===== src/design/spd_pkg.sv =====
// spd_pkg: shared types, codes and constants of the serial packet deframer
// no dependencies; imported by every module of the block
package spd_pkg;

  localparam int unsigned BYTE_W   = 8;
  localparam int unsigned LEN_W    = 9;
  localparam int unsigned STATUS_W = 3;
  localparam int unsigned PID_W    = 16;
  localparam int unsigned CFG_IDX_W = 1;

  // 8 header bytes, 2 reserved check bytes, 2 trailer bytes
  localparam int unsigned FRAME_OVERHEAD = 12;

  // depth of the classified-word queue between front and back
  localparam int unsigned QUEUE_DEPTH_DEF = 2;

  localparam logic [BYTE_W-1:0] SYNC_FIRST     = 8'hAA;
  localparam logic [BYTE_W-1:0] SYNC_SECOND    = 8'h55;
  localparam logic [BYTE_W-1:0] BROADCAST_ADDR = 8'hFF;

  localparam logic [BYTE_W-1:0] OWN_ADDRESS_RST      = 8'd1;
  localparam logic [LEN_W-1:0]  MAX_FRAME_LENGTH_RST = 9'd252;

  localparam logic [CFG_IDX_W-1:0] CFG_OWN_ADDRESS      = 1'b0;
  localparam logic [CFG_IDX_W-1:0] CFG_MAX_FRAME_LENGTH = 1'b1;

  // header byte positions within a frame
  localparam logic [LEN_W-1:0] OFS_SYNC_SECOND = 9'd1;
  localparam logic [LEN_W-1:0] OFS_DESTINATION = 9'd2;
  localparam logic [LEN_W-1:0] OFS_SOURCE      = 9'd3;
  localparam logic [LEN_W-1:0] OFS_PID_HIGH    = 9'd4;
  localparam logic [LEN_W-1:0] OFS_PID_LOW     = 9'd5;
  localparam logic [LEN_W-1:0] OFS_COMMAND     = 9'd6;
  localparam logic [LEN_W-1:0] OFS_DATA_LENGTH = 9'd7;

  // result status codes
  localparam logic [STATUS_W-1:0] ST_IGNORED        = 3'd0;
  localparam logic [STATUS_W-1:0] ST_IN_FRAME       = 3'd1;
  localparam logic [STATUS_W-1:0] ST_FRAME_OK       = 3'd2;
  localparam logic [STATUS_W-1:0] ST_HEADER_MISMATCH = 3'd3;
  localparam logic [STATUS_W-1:0] ST_OVERSIZE       = 3'd4;
  localparam logic [STATUS_W-1:0] ST_BAD_TRAILER    = 3'd5;
  localparam logic [STATUS_W-1:0] ST_NOT_ADDRESSED  = 3'd6;

  // classified word from front to back; a frame end with a good trailer
  // carries ST_FRAME_OK and the back applies the address filter
  typedef struct packed {
    logic [BYTE_W-1:0]   rx_byte;
    logic [LEN_W-1:0]    offset;
    logic [STATUS_W-1:0] status;
  } spd_word_t;

endpackage


===== src/design/serial_packet_deframer.sv =====
// serial_packet_deframer: top level of the sync-header, length-framed deframer
// depends on spd_pkg, spd_front, spd_queue, spd_back
//
// every received word yields exactly one result word: the byte echoed with its
// offset in the frame and a status (ignored, in frame, frame ok, header
// mismatch, oversize, bad trailer, not addressed). the block hunts for AA 55,
// reads destination, source, big-endian packet id, command and data length,
// and ends the frame after data length + 12 bytes; on a good frame the header
// fields and total length ride along with the last byte, otherwise they read
// zero. one word is accepted per clock, sustained, as long as results are
// popped; an accepted word is written into a queue slot, then moves into the
// result register, where it is on the result ports and can be popped. that
// rate is set by the front's per-byte compare-and-count step, which updates
// its state in the cycle of acceptance.
// the front classifies bytes into a QUEUE_DEPTH deep queue; the back captures
// header fields, applies the address filter and holds the result. registers:
// index 0 own_address (reset 1), index 1 max_frame_length (reset 252); write
// them only while no result is pending.
module serial_packet_deframer #(
  parameter int unsigned QUEUE_DEPTH = spd_pkg::QUEUE_DEPTH_DEF
) (
  input  logic                            clk,
  input  logic                            rst_n,
  // input word channel
  input  logic                            in_push,
  output logic                            in_full,
  input  logic [spd_pkg::BYTE_W-1:0]      in_rx_byte,
  // result word channel
  output logic                            out_empty,
  input  logic                            out_pop,
  output logic [spd_pkg::BYTE_W-1:0]      out_byte,
  output logic [spd_pkg::LEN_W-1:0]       out_byte_offset,
  output logic [spd_pkg::STATUS_W-1:0]    out_status,
  output logic [spd_pkg::BYTE_W-1:0]      out_frame_destination,
  output logic [spd_pkg::BYTE_W-1:0]      out_frame_source,
  output logic [spd_pkg::PID_W-1:0]       out_frame_packet_id,
  output logic [spd_pkg::BYTE_W-1:0]      out_frame_command,
  output logic [spd_pkg::BYTE_W-1:0]      out_frame_data_length,
  output logic [spd_pkg::LEN_W-1:0]       out_frame_length,
  // configuration write port
  input  logic                            cfg_we,
  input  logic [spd_pkg::CFG_IDX_W-1:0]   cfg_index,
  input  logic [spd_pkg::LEN_W-1:0]       cfg_data
);
  import spd_pkg::*;

  logic [BYTE_W-1:0] own_address_r;
  logic [LEN_W-1:0]  max_frame_length_r;

  logic      in_accept;
  spd_word_t front_word;
  spd_word_t q_word;
  logic      q_empty;
  logic      q_pop;

  assign in_accept = in_push && !in_full;

  // configuration registers
  always_ff @(posedge clk) begin
    if (!rst_n) begin
      own_address_r      <= OWN_ADDRESS_RST;
      max_frame_length_r <= MAX_FRAME_LENGTH_RST;
    end else if (cfg_we) begin
      case (cfg_index)
        CFG_OWN_ADDRESS:      own_address_r      <= cfg_data[BYTE_W-1:0];
        CFG_MAX_FRAME_LENGTH: max_frame_length_r <= cfg_data;
        default: begin
        end
      endcase
    end
  end

  // front: hunt, count and check each byte as it is accepted
  spd_front u_front (
    .clk              (clk),
    .rst_n            (rst_n),
    .accept           (in_accept),
    .rx_byte          (in_rx_byte),
    .max_frame_length (max_frame_length_r),
    .word             (front_word)
  );

  // queue decouples the front from the result side
  spd_queue #(
    .DEPTH (QUEUE_DEPTH)
  ) u_queue (
    .clk       (clk),
    .rst_n     (rst_n),
    .push      (in_push),
    .push_word (front_word),
    .full      (in_full),
    .pop       (q_pop),
    .pop_word  (q_word),
    .empty     (q_empty)
  );

  // back: field capture, address filter, result register
  spd_back u_back (
    .clk                   (clk),
    .rst_n                 (rst_n),
    .q_empty               (q_empty),
    .q_word                (q_word),
    .q_pop                 (q_pop),
    .own_address           (own_address_r),
    .out_empty             (out_empty),
    .out_pop               (out_pop),
    .out_byte              (out_byte),
    .out_byte_offset       (out_byte_offset),
    .out_status            (out_status),
    .out_frame_destination (out_frame_destination),
    .out_frame_source      (out_frame_source),
    .out_frame_packet_id   (out_frame_packet_id),
    .out_frame_command     (out_frame_command),
    .out_frame_data_length (out_frame_data_length),
    .out_frame_length      (out_frame_length)
  );

  // a good frame ends on the trailer byte and its length follows its offset
  a_frame_ok_shape: assert property (@(posedge clk) disable iff (!rst_n)
    (!out_empty && out_status == ST_FRAME_OK) |->
      (out_byte == SYNC_FIRST && out_frame_length == out_byte_offset + LEN_W'(1)))
    else $error("good frame result has wrong trailer byte or length");

  // header fields are only reported with a good frame
  a_fields_zero: assert property (@(posedge clk) disable iff (!rst_n)
    (!out_empty && out_status != ST_FRAME_OK) |->
      (out_frame_length == '0 && out_frame_destination == '0 && out_frame_packet_id == '0))
    else $error("header fields reported on a frame that is not good");

  // bytes outside a frame sit at offset zero
  a_ignored_offset: assert property (@(posedge clk) disable iff (!rst_n)
    (!out_empty && out_status == ST_IGNORED) |-> (out_byte_offset == '0))
    else $error("ignored byte carries a nonzero offset");

  // a stalled result stays put until it is popped
  a_result_holds: assert property (@(posedge clk) disable iff (!rst_n)
    (!out_empty && !out_pop) |=> (!out_empty && $stable(out_byte) && $stable(out_status)))
    else $error("pending result changed before it was popped");

endmodule


===== src/design/spd_front.sv =====
// spd_front: sync hunt, byte counting, length and trailer checks per byte
// depends on spd_pkg
module spd_front (
  input  logic                       clk,
  input  logic                       rst_n,
  input  logic                       accept,
  input  logic [spd_pkg::BYTE_W-1:0] rx_byte,
  input  logic [spd_pkg::LEN_W-1:0]  max_frame_length,
  output spd_pkg::spd_word_t         word
);
  import spd_pkg::*;

  typedef enum logic [1:0] {
    WAIT_FIRST,
    WAIT_SECOND,
    IN_FRAME
  } state_t;

  state_t            state_r, state_nxt;
  logic [LEN_W-1:0]  count_r, count_nxt;
  logic [LEN_W-1:0]  expected_r, expected_nxt;
  logic [BYTE_W-1:0] prev_r;
  logic [LEN_W-1:0]  count_inc;
  logic [LEN_W-1:0]  length_calc;

  assign count_inc   = count_r + LEN_W'(1);
  assign length_calc = LEN_W'(rx_byte) + LEN_W'(FRAME_OVERHEAD);

  always_comb begin
    state_nxt    = state_r;
    count_nxt    = count_r;
    expected_nxt = expected_r;
    word.rx_byte = rx_byte;
    word.offset  = '0;
    word.status  = ST_IGNORED;
    case (state_r)
      WAIT_FIRST: begin
        if (rx_byte == SYNC_FIRST) begin
          state_nxt   = WAIT_SECOND;
          count_nxt   = LEN_W'(1);
          word.status = ST_IN_FRAME;
        end
      end
      WAIT_SECOND: begin
        word.offset = OFS_SYNC_SECOND;
        if (rx_byte == SYNC_SECOND) begin
          state_nxt   = IN_FRAME;
          count_nxt   = OFS_DESTINATION;
          word.status = ST_IN_FRAME;
        end else begin
          state_nxt   = WAIT_FIRST;
          count_nxt   = '0;
          word.status = ST_HEADER_MISMATCH;
        end
      end
      IN_FRAME: begin
        word.offset = count_r;
        word.status = ST_IN_FRAME;
        count_nxt   = count_inc;
        if (count_r == OFS_DATA_LENGTH) begin
          expected_nxt = length_calc;
          if (length_calc > max_frame_length) begin
            word.status = ST_OVERSIZE;
            state_nxt   = WAIT_FIRST;
            count_nxt   = '0;
          end
        end else if (count_inc >= LEN_W'(FRAME_OVERHEAD) && count_inc >= expected_r) begin
          // last byte of the frame: trailer must read 55 AA
          if (prev_r == SYNC_SECOND && rx_byte == SYNC_FIRST) begin
            word.status = ST_FRAME_OK;
          end else begin
            word.status = ST_BAD_TRAILER;
          end
          state_nxt = WAIT_FIRST;
          count_nxt = '0;
        end
      end
      default: begin
        state_nxt = WAIT_FIRST;
        count_nxt = '0;
      end
    endcase
  end

  always_ff @(posedge clk) begin
    if (!rst_n) begin
      state_r    <= WAIT_FIRST;
      count_r    <= '0;
      expected_r <= '0;
      prev_r     <= '0;
    end else if (accept) begin
      state_r    <= state_nxt;
      count_r    <= count_nxt;
      expected_r <= expected_nxt;
      prev_r     <= rx_byte;
    end
  end

endmodule


===== src/design/spd_queue.sv =====
// spd_queue: short first-in first-out queue of classified words
// depends on spd_pkg
module spd_queue #(
  parameter int unsigned DEPTH = spd_pkg::QUEUE_DEPTH_DEF
) (
  input  logic               clk,
  input  logic               rst_n,
  input  logic               push,
  input  spd_pkg::spd_word_t push_word,
  output logic               full,
  input  logic               pop,
  output spd_pkg::spd_word_t pop_word,
  output logic               empty
);
  import spd_pkg::*;

  localparam int unsigned PTR_W = (DEPTH > 1) ? $clog2(DEPTH) : 1;
  localparam int unsigned CNT_W = $clog2(DEPTH + 1);
  localparam logic [PTR_W-1:0] LAST_PTR = PTR_W'(DEPTH - 1);

  spd_word_t        slot_r [DEPTH];
  logic [PTR_W-1:0] wr_ptr_r, rd_ptr_r;
  logic [CNT_W-1:0] count_r;
  logic             do_push, do_pop;

  assign full     = (count_r == CNT_W'(DEPTH));
  assign empty    = (count_r == '0);
  assign do_push  = push && !full;
  assign do_pop   = pop && !empty;
  assign pop_word = slot_r[rd_ptr_r];

  always_ff @(posedge clk) begin
    if (do_push) begin
      slot_r[wr_ptr_r] <= push_word;
    end
  end

  always_ff @(posedge clk) begin
    if (!rst_n) begin
      wr_ptr_r <= '0;
      rd_ptr_r <= '0;
      count_r  <= '0;
    end else begin
      if (do_push) begin
        wr_ptr_r <= (wr_ptr_r == LAST_PTR) ? '0 : wr_ptr_r + PTR_W'(1);
      end
      if (do_pop) begin
        rd_ptr_r <= (rd_ptr_r == LAST_PTR) ? '0 : rd_ptr_r + PTR_W'(1);
      end
      if (do_push && !do_pop) begin
        count_r <= count_r + CNT_W'(1);
      end else if (do_pop && !do_push) begin
        count_r <= count_r - CNT_W'(1);
      end
    end
  end

endmodule


===== src/design/spd_back.sv =====
// spd_back: header field capture, address filter and result register
// depends on spd_pkg
module spd_back (
  input  logic                         clk,
  input  logic                         rst_n,
  input  logic                         q_empty,
  input  spd_pkg::spd_word_t           q_word,
  output logic                         q_pop,
  input  logic [spd_pkg::BYTE_W-1:0]   own_address,
  output logic                         out_empty,
  input  logic                         out_pop,
  output logic [spd_pkg::BYTE_W-1:0]   out_byte,
  output logic [spd_pkg::LEN_W-1:0]    out_byte_offset,
  output logic [spd_pkg::STATUS_W-1:0] out_status,
  output logic [spd_pkg::BYTE_W-1:0]   out_frame_destination,
  output logic [spd_pkg::BYTE_W-1:0]   out_frame_source,
  output logic [spd_pkg::PID_W-1:0]    out_frame_packet_id,
  output logic [spd_pkg::BYTE_W-1:0]   out_frame_command,
  output logic [spd_pkg::BYTE_W-1:0]   out_frame_data_length,
  output logic [spd_pkg::LEN_W-1:0]    out_frame_length
);
  import spd_pkg::*;

  logic                out_valid_r;
  logic [BYTE_W-1:0]   dest_r, src_r, cmd_r, dlen_r;
  logic [PID_W-1:0]    pid_r;
  logic [BYTE_W-1:0]   byte_r;
  logic [LEN_W-1:0]    offset_r, flen_r;
  logic [STATUS_W-1:0] status_r, status_nxt;
  logic [BYTE_W-1:0]   f_dest_r, f_src_r, f_cmd_r, f_dlen_r;
  logic [PID_W-1:0]    f_pid_r;
  logic                capture, frame_ok;

  assign q_pop   = !q_empty && (!out_valid_r || out_pop);
  assign capture = (q_word.status == ST_IN_FRAME) || (q_word.status == ST_OVERSIZE);

  always_comb begin
    status_nxt = q_word.status;
    if (q_word.status == ST_FRAME_OK && dest_r != own_address && dest_r != BROADCAST_ADDR) begin
      status_nxt = ST_NOT_ADDRESSED;
    end
  end
  assign frame_ok = (status_nxt == ST_FRAME_OK);

  always_ff @(posedge clk) begin
    if (!rst_n) begin
      dest_r <= '0;
      src_r  <= '0;
      pid_r  <= '0;
      cmd_r  <= '0;
      dlen_r <= '0;
    end else if (q_pop && capture) begin
      case (q_word.offset)
        OFS_DESTINATION: dest_r <= q_word.rx_byte;
        OFS_SOURCE:      src_r  <= q_word.rx_byte;
        OFS_PID_HIGH:    pid_r  <= {q_word.rx_byte, pid_r[BYTE_W-1:0]};
        OFS_PID_LOW:     pid_r  <= {pid_r[PID_W-1:BYTE_W], q_word.rx_byte};
        OFS_COMMAND:     cmd_r  <= q_word.rx_byte;
        OFS_DATA_LENGTH: dlen_r <= q_word.rx_byte;
        default: begin
        end
      endcase
    end
  end

  always_ff @(posedge clk) begin
    if (!rst_n) begin
      out_valid_r <= 1'b0;
    end else if (q_pop) begin
      out_valid_r <= 1'b1;
    end else if (out_pop) begin
      out_valid_r <= 1'b0;
    end
  end

  always_ff @(posedge clk) begin
    if (q_pop) begin
      byte_r   <= q_word.rx_byte;
      offset_r <= q_word.offset;
      status_r <= status_nxt;
      f_dest_r <= frame_ok ? dest_r : '0;
      f_src_r  <= frame_ok ? src_r : '0;
      f_pid_r  <= frame_ok ? pid_r : '0;
      f_cmd_r  <= frame_ok ? cmd_r : '0;
      f_dlen_r <= frame_ok ? dlen_r : '0;
      flen_r   <= frame_ok ? q_word.offset + LEN_W'(1) : '0;
    end
  end

  assign out_empty             = !out_valid_r;
  assign out_byte              = byte_r;
  assign out_byte_offset       = offset_r;
  assign out_status            = status_r;
  assign out_frame_destination = f_dest_r;
  assign out_frame_source      = f_src_r;
  assign out_frame_packet_id   = f_pid_r;
  assign out_frame_command     = f_cmd_r;
  assign out_frame_data_length = f_dlen_r;
  assign out_frame_length      = flen_r;

endmodule


===== config.mk =====
export PLATFORM = sky130hd
export DESIGN_NAME = serial_packet_deframer
export DESIGN_NICKNAME = d
export VERILOG_FILES = /design/src/design/spd_pkg.sv /design/src/design/serial_packet_deframer.sv /design/src/design/spd_front.sv /design/src/design/spd_queue.sv /design/src/design/spd_back.sv
export SDC_FILE = /design/constraint.sdc
export NUM_CORES = 1
export LEC_CHECK = 0
export BUFFER_PORTS_ARGS = -buffer_cell sky130_fd_sc_hd__buf_2
export CAP_MARGIN = 20
export CORE_UTILIZATION = 45
export CTS_CLUSTER_DIAMETER = 200
export DETAILED_ROUTE_END_ITERATION = 8
export PLACE_DENSITY_LB_ADDON = 0.3
export SKIP_CTS_REPAIR_TIMING = 1
export SLEW_MARGIN = 10
export SYNTH_ARGS = -nofsm -noshare
export SYNTH_HDL_FRONTEND = slang
export SYNTH_HIERARCHICAL = 1
export SYNTH_SLANG_ARGS = --single-unit

===== constraint.sdc =====
create_clock -name clk -period 6.9 [get_ports clk]
set_clock_uncertainty 0.2 [all_clocks]
set_input_delay 0.69 -clock clk [delete_from_list [all_inputs] [get_ports clk]]
set_output_delay 0.69 -clock clk [all_outputs]
set_load 0.02 [all_outputs]

After elaboration in Yosys (flattened, before gate mapping)

Memories as Yosys holds them, arrays and structs flattened. A register that Yosys moved wholly into a read port is not among the register bits.
Index checks and enable logic that the tools add are counted.

Register bits after elaboration: 175
RAM bits: 40
Bits of input ports: 23
Logic and storage cells: 125
Memories kept: 1

Add/subtract/negate cells: 7
Magnitude comparators: 3
Equality and inequality tests: 22
Multiplexer cells: 32
Bitwise gates (word level): 3
Reduce and logical (&&, ||, !) cells: 32

Memories:

| memory         | depth | width | rd ports | clocked after memory_dff | wr ports | line            | RTL |
|---|---|---|---|---|---|---|---|
| u_queue.slot_r | 2     | 20    | 1        | 1                        | 1        | spd_queue.sv:21 | `spd_word_t slot_r [DEPTH];` |

Operator list:

| cell                                                | count |
|---|---|
| == test 9 x 3 -> 1 bit, second input constant       | 5 |
| two-way mux 9 bit                                   | 4 |
| one-hot mux 16 bit (2 select lines)                 | 1 |
| one-hot mux 9 bit (3 select lines)                  | 1 |
| adder 9 x 1 -> 9 bit, second input constant         | 2 |
| == test 9 x 2 -> 1 bit, second input constant       | 2 |
| two-way mux 2 bit                                   | 9 |
| one-hot mux 9 bit (2 select lines)                  | 1 |
| == test 8 x 7 -> 1 bit, second input constant       | 2 |
| two-way mux 3 bit                                   | 5 |
| AND reduction 2 bit                                 | 7 |
| logical AND 1 bit                                   | 10 |
| adder 8 x 4 -> 9 bit, second input constant         | 1 |
| >= comparator 9 x 4 -> 1 bit, second input constant | 1 |
| >= comparator 9 bit                                 | 1 |
| greater-than comparator 9 bit                       | 1 |
| two-way mux 1 bit                                   | 9 |
| one-hot mux 3 bit (3 select lines)                  | 1 |
| AND reduction 3 bit                                 | 3 |
| == test 8 bit, second input constant                | 1 |
| != test 8 bit                                       | 1 |
| != test 8 bit, second input constant                | 1 |
| == test 3 x 2 -> 1 bit, second input constant       | 2 |
| one-hot mux 2 bit (3 select lines)                  | 1 |
| 16 further kinds                                    | 27 |

Logic depth before layout (Yosys ltp)

Gate-level depths: netlist of run 1.

Depth after elaboration: 7
Depth in mapped cells: 13
Mapped depth without buffers: 12

Cells and area by module

The synthesis of run 1 kept the hierarchy.

By module, submodules not included:

| module                 | times used | cells each | area an instance (µm²) | sequential area each (µm²) |
|---|---|---|---|---|
| spd_back               | 1          | 367        | 4,942.2                | 3,293.2 |
| spd_front              | 1          | 280        | 2,269.7                | 560.5 |
| spd_queue              | 1          | 87         | 1,670.4                | 1,301.2 |
| serial_packet_deframer | 1          | 77         | 696.9                  | 340.3 |

Worst setup path after synthesis of run 1

OpenSTA, ideal clock, no wires.

Path type: input to register
Start: input port out_pop
End: register u_queue.count_r[1]
Arrival time: 5.453 ns
Required time: 6.630 ns
Path slack: 1.177 ns
Stages: 6
Buffers on the path: 0
Cell sequence: nor2b_1 nor2_1 o21ai_1 ha_1 or3_1 a21boi_1

Cells in the longest elaborated chain, start to end: 6

Ends and longest elaborated chain:

| item                                                           | line                         | RTL |
|---|---|---|
| start, declared                                                | serial_packet_deframer.sv:30 | `input logic out_pop,` |
| logical OR 1 bit *                                             | spd_back.sv:34               | `assign q_pop = !q_empty && (!out_valid_r \|\| out_pop);` |
| logical AND 1 bit *                                            | spd_back.sv:34               |  |
| via q_pop                                                      | serial_packet_deframer.sv:54 | `logic q_pop;` |
| logical AND 1 bit *                                            | spd_queue.sv:29              | `assign do_pop = pop && !empty;` |
| logical NOT 1 bit                                              | spd_queue.sv:50              | `if (do_push && !do_pop) begin` |
| logical AND 1 bit                                              | spd_queue.sv:50              |  |
| two-way mux 2 bit / nonzero test 2 bit (equally long branches) | n/a                          |  |
| end signal, assigned                                           | spd_queue.sv:51              | `count_r <= count_r + CNT_W'(1);` |
| end signal, assigned                                           | spd_queue.sv:53              | `count_r <= count_r - CNT_W'(1);` |
| end, declared                                                  | spd_queue.sv:23              | `logic [CNT_W-1:0] count_r;` |

Mark *: on every way through the listed nets, which the timed path passes. The rest lies on a longest branch.
A chain may end at the register's enable or synchronous reset.

==> results of run 1 <==
==> cells in the final DEF, fill, tap and decap left out, drive strengths merged, types with 3 or more instances in the layout <==
cell,instances
a31oi,3
inv,39
or4b,3
nand2b,5
xor2,18
o21a,4
edfxtp,117
nand4,11
nor2,38
and3,3
clkbuf,35
a211o,3
nand2,95
clkinv,5
nor3,18
mux2,20
nor4,4
nand3,17
nor2b,4
dfxtp,99
o211ai,7
xnor2,13
or4,3
a32o,4
a21oi,9
ha,30
and4,3
nor3b,52
a21o,3
nand4b,3
mux2i,73
buf,107
a21boi,4
and2,13
o21ai,15
o221a,3
==> metrics by stage <==
| step | power (mW) | utilization [%] |
|---|---|---|
| 2_1_floorplan | 2.417 | - |
| 3_3_place_gp | 2.694 | 48.71 |
| 3_5_place_dp | 2.705 | 48.71 |
| 4_1_cts | 3.873 | 52.11 |
| 5_1_grt | 4.016 | 52.11 |
| 6_report | 3.835 | 52.11 |
==> cell usage after synthesis, types with 3 or more instances <==
cell	number	area share, %
a211o_1	3	0.27
a21o_1	3	0.24
a21oi_1	9	0.47
a31oi_1	3	0.20
a32o_1	4	0.42
and2_1	13	0.85
and3_1	3	0.20
and4_1	3	0.27
buf_2	18	0.94
buf_4	8	0.63
buf_6	4	0.47
clkbuf_1	24	0.94
dfxtp_1	99	21
edfxtp_1	117	37
ha_1	30	3.9
inv_1	37	1.4
mux2_2	20	2.4
mux2i_1	73	7.6
nand2_1	93	3.6
nand2b_1	5	0.33
nand3_1	14	0.73
nand3_2	3	0.31
nand4_1	11	0.72
nand4b_1	3	0.27
nor2_1	37	1.4
nor2b_1	4	0.26
nor3_1	14	0.73
nor3b_1	51	4.0
nor4_1	3	0.20
o211ai_1	7	0.55
o21a_1	4	0.31
o21ai_0	12	0.63
o21ai_1	3	0.16
o221a_1	3	0.35
or4b_1	3	0.31
xnor2_1	13	1.2
xor2_1	18	1.6
==> power breakdown <==
| part | internal [mW] | leakage (nW) | switching, mW |
|---|---|---|---|
| Combinational | 0.269 | 2.05 | 0.645 |
| Sequential | 1.67 | 1.94 | 0.0873 |
| Clock | 0.681 | 0.348 | 0.488 |
| Total | 2.62 | 4.34 | 1.22 |
==> flip-flops by register name (all words and copies together) (netlist names), 2 cells and up, named ones only <==
| register | flops |
|---|---|
| max_frame_length_r | 9 |
| own_address_r | 8 |
| u_back/cmd_r | 8 |
| u_back/dest_r | 8 |
| u_back/dlen_r | 8 |
| u_back/out_byte | 8 |
| u_back/out_byte_offset | 9 |
| u_back/out_frame_command | 8 |
| u_back/out_frame_data_length | 8 |
| u_back/out_frame_destination | 8 |
| u_back/out_frame_length | 9 |
| u_back/out_frame_packet_id | 16 |
| u_back/out_frame_source | 8 |
| u_back/out_status | 3 |
| u_back/pid_r | 16 |
| u_back/src_r | 8 |
| u_front/count_r | 9 |
| u_front/expected_r | 9 |
| u_front/prev_r | 8 |
| u_front/state_r | 2 |
| u_queue/count_r | 2 |
| u_queue/slot_r | 40 |
==> cells by family (layout without fill, tap and decap cells) <==
logic type | after synthesis | in the layout
muxes | 93 | 93
DFF | 216 | 216
buffers and inverters | 93 | 187
and+or+nand+nor | 279 | 279
xor gates and xnor gates | 31 | 31
adders and majority gates | 31 | 31
AOI/OAI and AO/OA | 68 | 68
==> path summary, 6_finish.rpt <==
check        slack, ps                    end  cells after the start               start
max               3210   u_queue/slot_r[0][1]                     11  u_front/count_r[0]
min                230  max_frame_length_r[8]                      3         cfg_data[8]
max reg2reg       3210   u_queue/slot_r[0][1]                     11  u_front/count_r[0]
min reg2reg        260       u_back/pid_r[12]                      2    u_back/pid_r[12]
==> cell type report <==
class                   count  area (µm²)
clock buffers              35       640.6
clock inverters             7       72.57
fillers                  1862       10030
inverters                  38       142.6
multi-input cells         502        3675
flip-flops and latches    216        5495
well taps                 275       344.1
repair buffers            107       550.5
==> metal layers <==
| metal | vias up | share of wire, % | global-route usage, % |
|---|---|---|---|
| met3 | 42 | 4.3 | 2.716 |
| met2 | 147 | 46 | 28.82 |
| met5 | - | 0 | 0 |
| met4 | 0 | 2.3 | 5.052 |
| li1 | 3034 | - | - |
| met1 | 2890 | 47 | 24.94 |
==> worst max-delay path, stage by stage (launching register included) <==
cell	delay, ps
dfxtp_1	530
ha_1	440
nand3_1	160
xnor2_1	230
ha_1	290
a21o_1	180
a21oi_1	130
o21ai_0	110
maj3_1	360
o221a_1	400
and4_1	230
a21o_1	190
==> results_dict.tcl, run 1 <==
set metrics [dict create \
    routed_wl_mm 19.16 \
    synth_top_family_by_area "simple AND/OR/NAND/NOR gates" \
    synth_compound_area_share_pct 5.107 \
    vias 6113 \
    drive_above_1_share_pct 19.56 \
    powerDensity_mw_per_mm2 351.2 \
    peakVddDrop_mv 0.2289 \
    avgSynthCellArea_um2 11.81 \
    worst_pin_slew_ps 1007 \
    die-area_mm2 0.02187 \
    netlist_instances 811 \
    groute.usage.overall_pct 17.86 \
    cp-start-kind "register" \
    drtIter0Drc 418 \
    cap_violations 0 \
    pre_cts_ws_ps 3267 \
    finalSetupTns_ps 0 \
    synthFlopType "edfxtp_1" \
    cts_buffer_depth 3 \
    grt_pass1_vias 5859 \
    cts_tree "yes" \
    setup_viol 0 \
    syn_to_final_growth_pct 14.00 \
    timing.fmax_mhz 271.4 \
    drc 0 \
    synth_warnings 6 \
    clk_pin_slew_worst_paths_ps 60 \
    cts-root-buf "clkbuf_16" \
    ys_types 67 \
    whs_ps 230.1 \
    ys_seq_area_share_pct 57.37 \
    die_w_um 147.9 \
    maxSlewViolCount 0 \
    muxShareOfSynthArea_pct 9.979 \
    placed_area_mm2 0.01021 \
    n_antenna_cell 0 \
    grt_antenna_before_repair 0 \
    path_max_fanout 12 \
    rsz0062_at_grt "no" \
    std_cell_rows 53 \
    fin_ws_ps 3215 \
    syn_area_mm2 0.009579 \
    final_hold_viol_count 0 \
    ys_seq_elements 216 \
    cts_buffers 23 \
    via_per_inst 5.181 \
    p_leak_nw 4.337 \
    core_area_mm2 0.02096 \
    start_util_pct 45.71 \
    grt_max_degree 78 \
    synth_xor_area_share_pct 2.834 \
    ant_nets 0 \
    instances_no_fill 1180 \
    grt_overflow_total 0 \
    dp_hpwl_mm 12.62 \
    worstSetupEndpointType "register" \
    hp-class "in2reg" \
    place.port_buffers 101 \
    fin_nets 941 \
    ys_async_sr_fraction_pct 0 \
    die_y_um 147.9 \
    slew_headroom_pct 32.90 \
    arrival_ps 3750 \
    status "finished, final reports clean" \
    cp_data_required_time_ps 6960 \
    placedCellCount 1138 \
    wl_per_cell_um 16.24 \
    finalInstanceArea_mm2 0.01092 \
    place_congestion 0.8392 \
    period_minus_slack_ps 3685 \
    first_pass_iters 5 \
    critical_path_class "reg2reg" \
    synth.net_count 864 \
    ioPinCount 102 \
    cts_max_level 1 \
    yosys.area_share.simple_pct 16.18 \
    cts.sinks 216 \
    synth_fa_ha_area_share_pct 4.023 \
    grt_pass1_wl_mm 31.20 \
    worstSkewPairLatency_ps 520 \
    period_share_pct 53.41 \
    synth_edf_count 117 \
]
(Power assumes the default switching activity.)
==> inputs of run 2 (changes only) <==
Clock period 6.9 ns to 3.6 ns, I/O delays scaled along.
==> run 2 against run 1 <==
  * Register-to-register slack worse by 2900 ps
  * First-iteration DRC count is 3.8% lower
  * Cell count is 2.5% higher
  * Via count is 2.4% higher
  * Critical path depth is 2 higher
  * Critical endpoint is now u_front/count_r[6]
  * Combinational power is 97% higher
  * Hold slack worse by 230 ps
  * Sequential cell count stayed put
  * Cell area is 3.6% higher
  * Count of clock-buffer cells in the layout is 5 lower
  * Clock power is 120% higher
  * Global-route usage is 0.43 points higher
==> results_dict.tcl, run 2 (synthesis results as in run 1) <==
set metrics [dict create \
    n_antenna_cell 0 \
    fin_util_pct 53.98 \
    groute.usage.overall_pct 18.29 \
    path_max_fanout 7 \
    cts_buffers 24 \
    maxSlewViolCount 0 \
    slew_headroom_pct 36.55 \
    drtIter0Drc 402 \
    largest_reg_flops 40 \
    top_register "u_queue/slot_r" \
    startpoint "in_rx_byte[2]" \
    r2r-start "u_front/count_r[2]" \
    routed_wl_mm 19.78 \
    worstSetupEndpointType "register" \
    cp_data_required_time_ps 3860 \
    powerDensity_mw_per_mm2 681.2 \
    final_hold_viol_count 0 \
    syn_to_final_growth_pct 18.09 \
    period_minus_slack_ps 3273 \
    peakVddDrop_mv 0.3990 \
    p_sw_mw 2.395 \
    status "finished, final reports clean" \
    cap_violations 0 \
    grt_overflow_total 0 \
    std_cell_rows 53 \
    p_sw_share_pct 31.08 \
    die-area_mm2 0.02187 \
    cts_buffer_depth 3 \
    die_w_um 147.9 \
    cts_tree "yes" \
    dp_hpwl_mm 13.09 \
    cts_max_level 1 \
    period_share_pct 90.90 \
    cts.sinks 216 \
    area.sequential_mm2 0.005495 \
    clkPwrFrac_pct 33.4 \
    final_common_cell "edfxtp_1" \
    multiInputGateArea_mm2 0.003681 \
    grt_antenna_before_repair 0 \
    place.port_buffers 101 \
    fin_nets 969 \
    p_int_mw 5.311 \
    worst_pin_slew_ps 951.8 \
    rsz0062_at_grt "no" \
    wl_per_cell_um 16.36 \
    p_leak_nw 4.531 \
    critical_path_class "in2reg" \
    cts-root-buf "clkbuf_16" \
    layout_common_cells "edfxtp_1 (117), buf_2 (101), dfxtp_1 (99), nand2_1 (92), mux2i_1 (73)" \
    start_util_pct 45.71 \
    hold_depth 3 \
    reg2reg_depth 10 \
    combPwrFrac_pct 23.4 \
    worstSkewPairLatency_ps 530 \
    core_area_mm2 0.02096 \
    ant_nets 0 \
    via_per_inst 5.179 \
    grt_pass1_wl_mm 31.86 \
    grt_pass1_vias 5969 \
    cp-start-kind "input port" \
    place_congestion 0.8385 \
    die_y_um 147.9 \
    vias 6261 \
    ioPinCount 102 \
    arrival_ps 3530 \
    grt_max_degree 78 \
    seq_power_share_pct 43.2 \
    timing.fmax_mhz 305.6 \
    drive_above_1_share_pct 21.09 \
    first_pass_iters 5 \
    hold_start "cfg_index" \
    regToRegSetupSlack_ps 330 \
    hp-class "in2reg" \
    clk_pin_slew_worst_paths_ps 60 \
    setup_viol 0 \
    fillCellCount 1836 \
    finalSetupTns_ps 0 \
    drc 0 \
]
## run 2: cell types whose count changed in the layout (fill, tap and decap cells not counted), moves of 3 or more
cell	delta
dlygate4sd3_1	+17
buf_4	+9
clkbuf_1	-7
bufinv_16	+3
clkinv_2	+3
## run 2: critical path, stage by stage
cell and delay (ps):
dlygate4sd3_1 530, buf_2 170, inv_1 110, ha_1 230
nand3b_1 190, xnor2_1 230, ha_1 310, a2111o_1 360
o21ai_0 170, a211o_1 250, nand2_4 100, nor3b_4 320
a32o_1 210
## run 2: power groups by stage
stage          Sequential [mW]  Clock, mW  Combinational (mW)
2_1_floorplan             3.77          0               0.827
3_3_place_gp              3.39          0                1.80
3_5_place_dp              3.39          0                1.81
4_1_cts                   3.34       2.62                1.82
5_1_grt                   3.38       2.72                1.95
6_report                  3.33       2.57                1.80
## run 2: layout make-up
class / instances / share of cell area [%]
flip-flops and latches: 216 / 48.58
well taps: 275 / 3.042
multi-input cells: 502 / 32.54
clock buffers: 30 / 5.774
repair buffers: 134 / 7.145
clock inverters: 14 / 1.659
inverters: 38 / 1.261
## run 2: final timing paths
kind / to
hold / removal: max_frame_length_r[8]
hold reg to reg: u_back/src_r[5]
setup reg to reg: u_queue/slot_r[1][1]
setup / recovery: u_front/count_r[6]
## run 2: through the flow
stage               instances  hold slack, ps  total power, mW  cell area, µm²  setup slack (ps)
floorplan                 811           229.9            4.600            9587             450.7
global placement         1148           239.0            5.191           10290             395.6
detailed placement       1148           243.2            5.197           10290             290.0
CTS                      1192          -129.7            7.778           11140             266.8
global route             1209           39.19            8.051           11310             14.73
finish                   1209           4.190            7.706           11310             327.5
## run 2: metal layers
| metal | vias to the layer above | wire, µm | track usage [%] |
|---|---|---|---|
| li1 | 3091 | - | - |
| met1 | 2986 | 9117 | 24.88 |
| met2 | 145 | 9330 | 29.98 |
| met3 | 39 | 845 | 2.654 |
| met4 | 0 | 484 | 6.031 |
| met5 | - | 0 | 0 |
==> inputs of run 3 (changes only) <==
Clock period 3.6 ns to 3.5 ns, I/O delays scaled along.
==> run 3 against run 2 <==
  * Combinational power is 4% higher
  * Via count down 0.43%
  * Global-route usage fell by 0.38 points
  * Hold slack better by 8.4 ps
  * Critical endpoint is now u_front/state_r[1]
  * Cell count did not move
  * Register-to-register slack worse by 40 ps
  * Setup slack worse by 43 ps
  * First-iteration DRC count fell by 2.5%
  * Cell area down 0.52%
  * Die area unchanged
  * Routed wire length about the same
==> results_dict.tcl, run 3 (synthesis results as in run 1) <==
set metrics [dict create \
    fin_nets 970 \
    setup_viol 0 \
    top_register "u_queue/slot_r" \
    period_share_pct 91.88 \
    whs_ps 12.57 \
    cts_max_level 1 \
    cts_tree "yes" \
    cp.buffers_inverters 1 \
    first_pass_iters 4 \
    cts_buffer_depth 3 \
    drc 0 \
    ant_nets 0 \
    drtIter0Drc 392 \
    cts-root-buf "clkbuf_16" \
    wl_per_cell_um 16.36 \
    largest_reg_flops 40 \
    finalInstanceArea_mm2 0.01125 \
    cts_buffers 23 \
    period_minus_slack_ps 3216 \
    arrival_ps 3450 \
    grt_overflow_total 0 \
    finalSetupTns_ps 0 \
    via_per_inst 5.156 \
    ioPinCount 102 \
    maxSlewViolCount 0 \
    die_w_um 147.9 \
    routed_wl_mm 19.78 \
    slew_headroom_pct 35.88 \
    layout_common_cells "edfxtp_1 (117), buf_2 (101), dfxtp_1 (99), nand2_1 (92), mux2i_1 (73)" \
    worstSetupEndpointType "register" \
    worstSkewPairLatency_ps 520 \
    area.sequential_mm2 0.005495 \
    path_max_fanout 12 \
    cp-start-kind "register" \
    fin_util_pct 53.70 \
    cts.sinks 216 \
    peakVddDrop_mv 0.3956 \
    timing.fmax_mhz 311.0 \
    cp_slowest_cell "dfxtp_1" \
    grt_pass1_wl_mm 31.09 \
    cp_data_required_time_ps 3740 \
    die_y_um 147.9 \
    grt_antenna_before_repair 0 \
    placed_area_mm2 0.01031 \
    worst_pin_slew_ps 961.9 \
    grt_pass1_vias 5933 \
    final_common_cell "edfxtp_1" \
    die-area_mm2 0.02187 \
    fillCellCount 1827 \
    powerDensity_mw_per_mm2 687.3 \
    clk_pin_slew_worst_paths_ps 60 \
    multiInputGateArea_mm2 0.003675 \
    critical_path_class "reg2reg" \
    cpPeakStageDelay_ps 600 \
    start_util_pct 45.71 \
    final_hold_viol_count 0 \
    crit_family "compound AO/OA/AOI/OAI gates" \
    dp_hpwl_mm 13.15 \
    place_congestion 0.8886 \
    p_leak_nw 4.504 \
    hp-class "in2reg" \
    vias 6234 \
    place.port_buffers 101 \
    std_cell_rows 53 \
    rsz0062_at_grt "no" \
    status "finished, final reports clean" \
    syn_to_final_growth_pct 17.48 \
    cp_cell_sequence "nand3_1 > xnor2_1 > ha_1 > a21o_1 > a21oi_1 > o21ai_0 > maj3_1 > o221a_1 > buf_4 > o21a_1 > o32ai_2" \
    cap_violations 0 \
    n_antenna_cell 0 \
    finalPower_mw 7.734 \
    grt_max_degree 78 \
    drive_above_1_share_pct 21.09 \
    core_area_mm2 0.02096 \
    groute.usage.overall_pct 17.91 \
]
[run 3: worst paths after layout]
kind	startpoint	to	slack [ps]	depth (start not counted)
hold / removal	cfg_index	max_frame_length_r[0]	10	3
setup reg to reg	u_front/count_r[2]	u_front/state_r[1]	280	11
hold reg to reg	u_back/dlen_r[0]	u_back/dlen_r[0]	250	2
setup / recovery	u_front/count_r[2]	u_front/state_r[1]	280	11
[run 3: per-stage QoR]
stage | setup slack, ps | std cells
2_1_floorplan | 350.7 | 811
3_3_place_gp | 317.2 | 1150
3_5_place_dp | 246.1 | 1150
4_1_cts | 315.3 | 1192
5_1_grt | 32.47 | 1209
6_report | 284.4 | 1209
[run 3: power by group]
group	total (mW)	internal [mW]	leakage (nW)	switching, mW
clock network	2.44	1.43	0.380	1.01
registers	3.42	3.28	1.94	0.136
logic	1.88	0.564	2.19	1.31
total	7.73	5.28	4.50	2.46
[run 3: cell type report]
| class | instances | area share, % |
|---|---|---|
| Timing Repair Buffer | 136 | 7.316 |
| Multi-Input combinational cell | 502 | 32.66 |
| Sequential cell | 216 | 48.83 |
| Tap cell | 275 | 3.058 |
| Clock buffer | 26 | 5.493 |
| Clock inverter | 16 | 1.379 |
| Inverter | 38 | 1.268 |
[run 3: worst min-delay path: stages]
cell and delay [ps]:
buf_2 160, nand4_1 90, o21ai_0 70
[run 3: metal layers]
metal,vias to the layer above,share of wire [%],track usage [%]
met5,-,0,0
met4,0,1.5,4.330
met3,23,4.9,2.469
met2,139,48,29.86
met1,2979,46,24.63
li1,3093,-,-
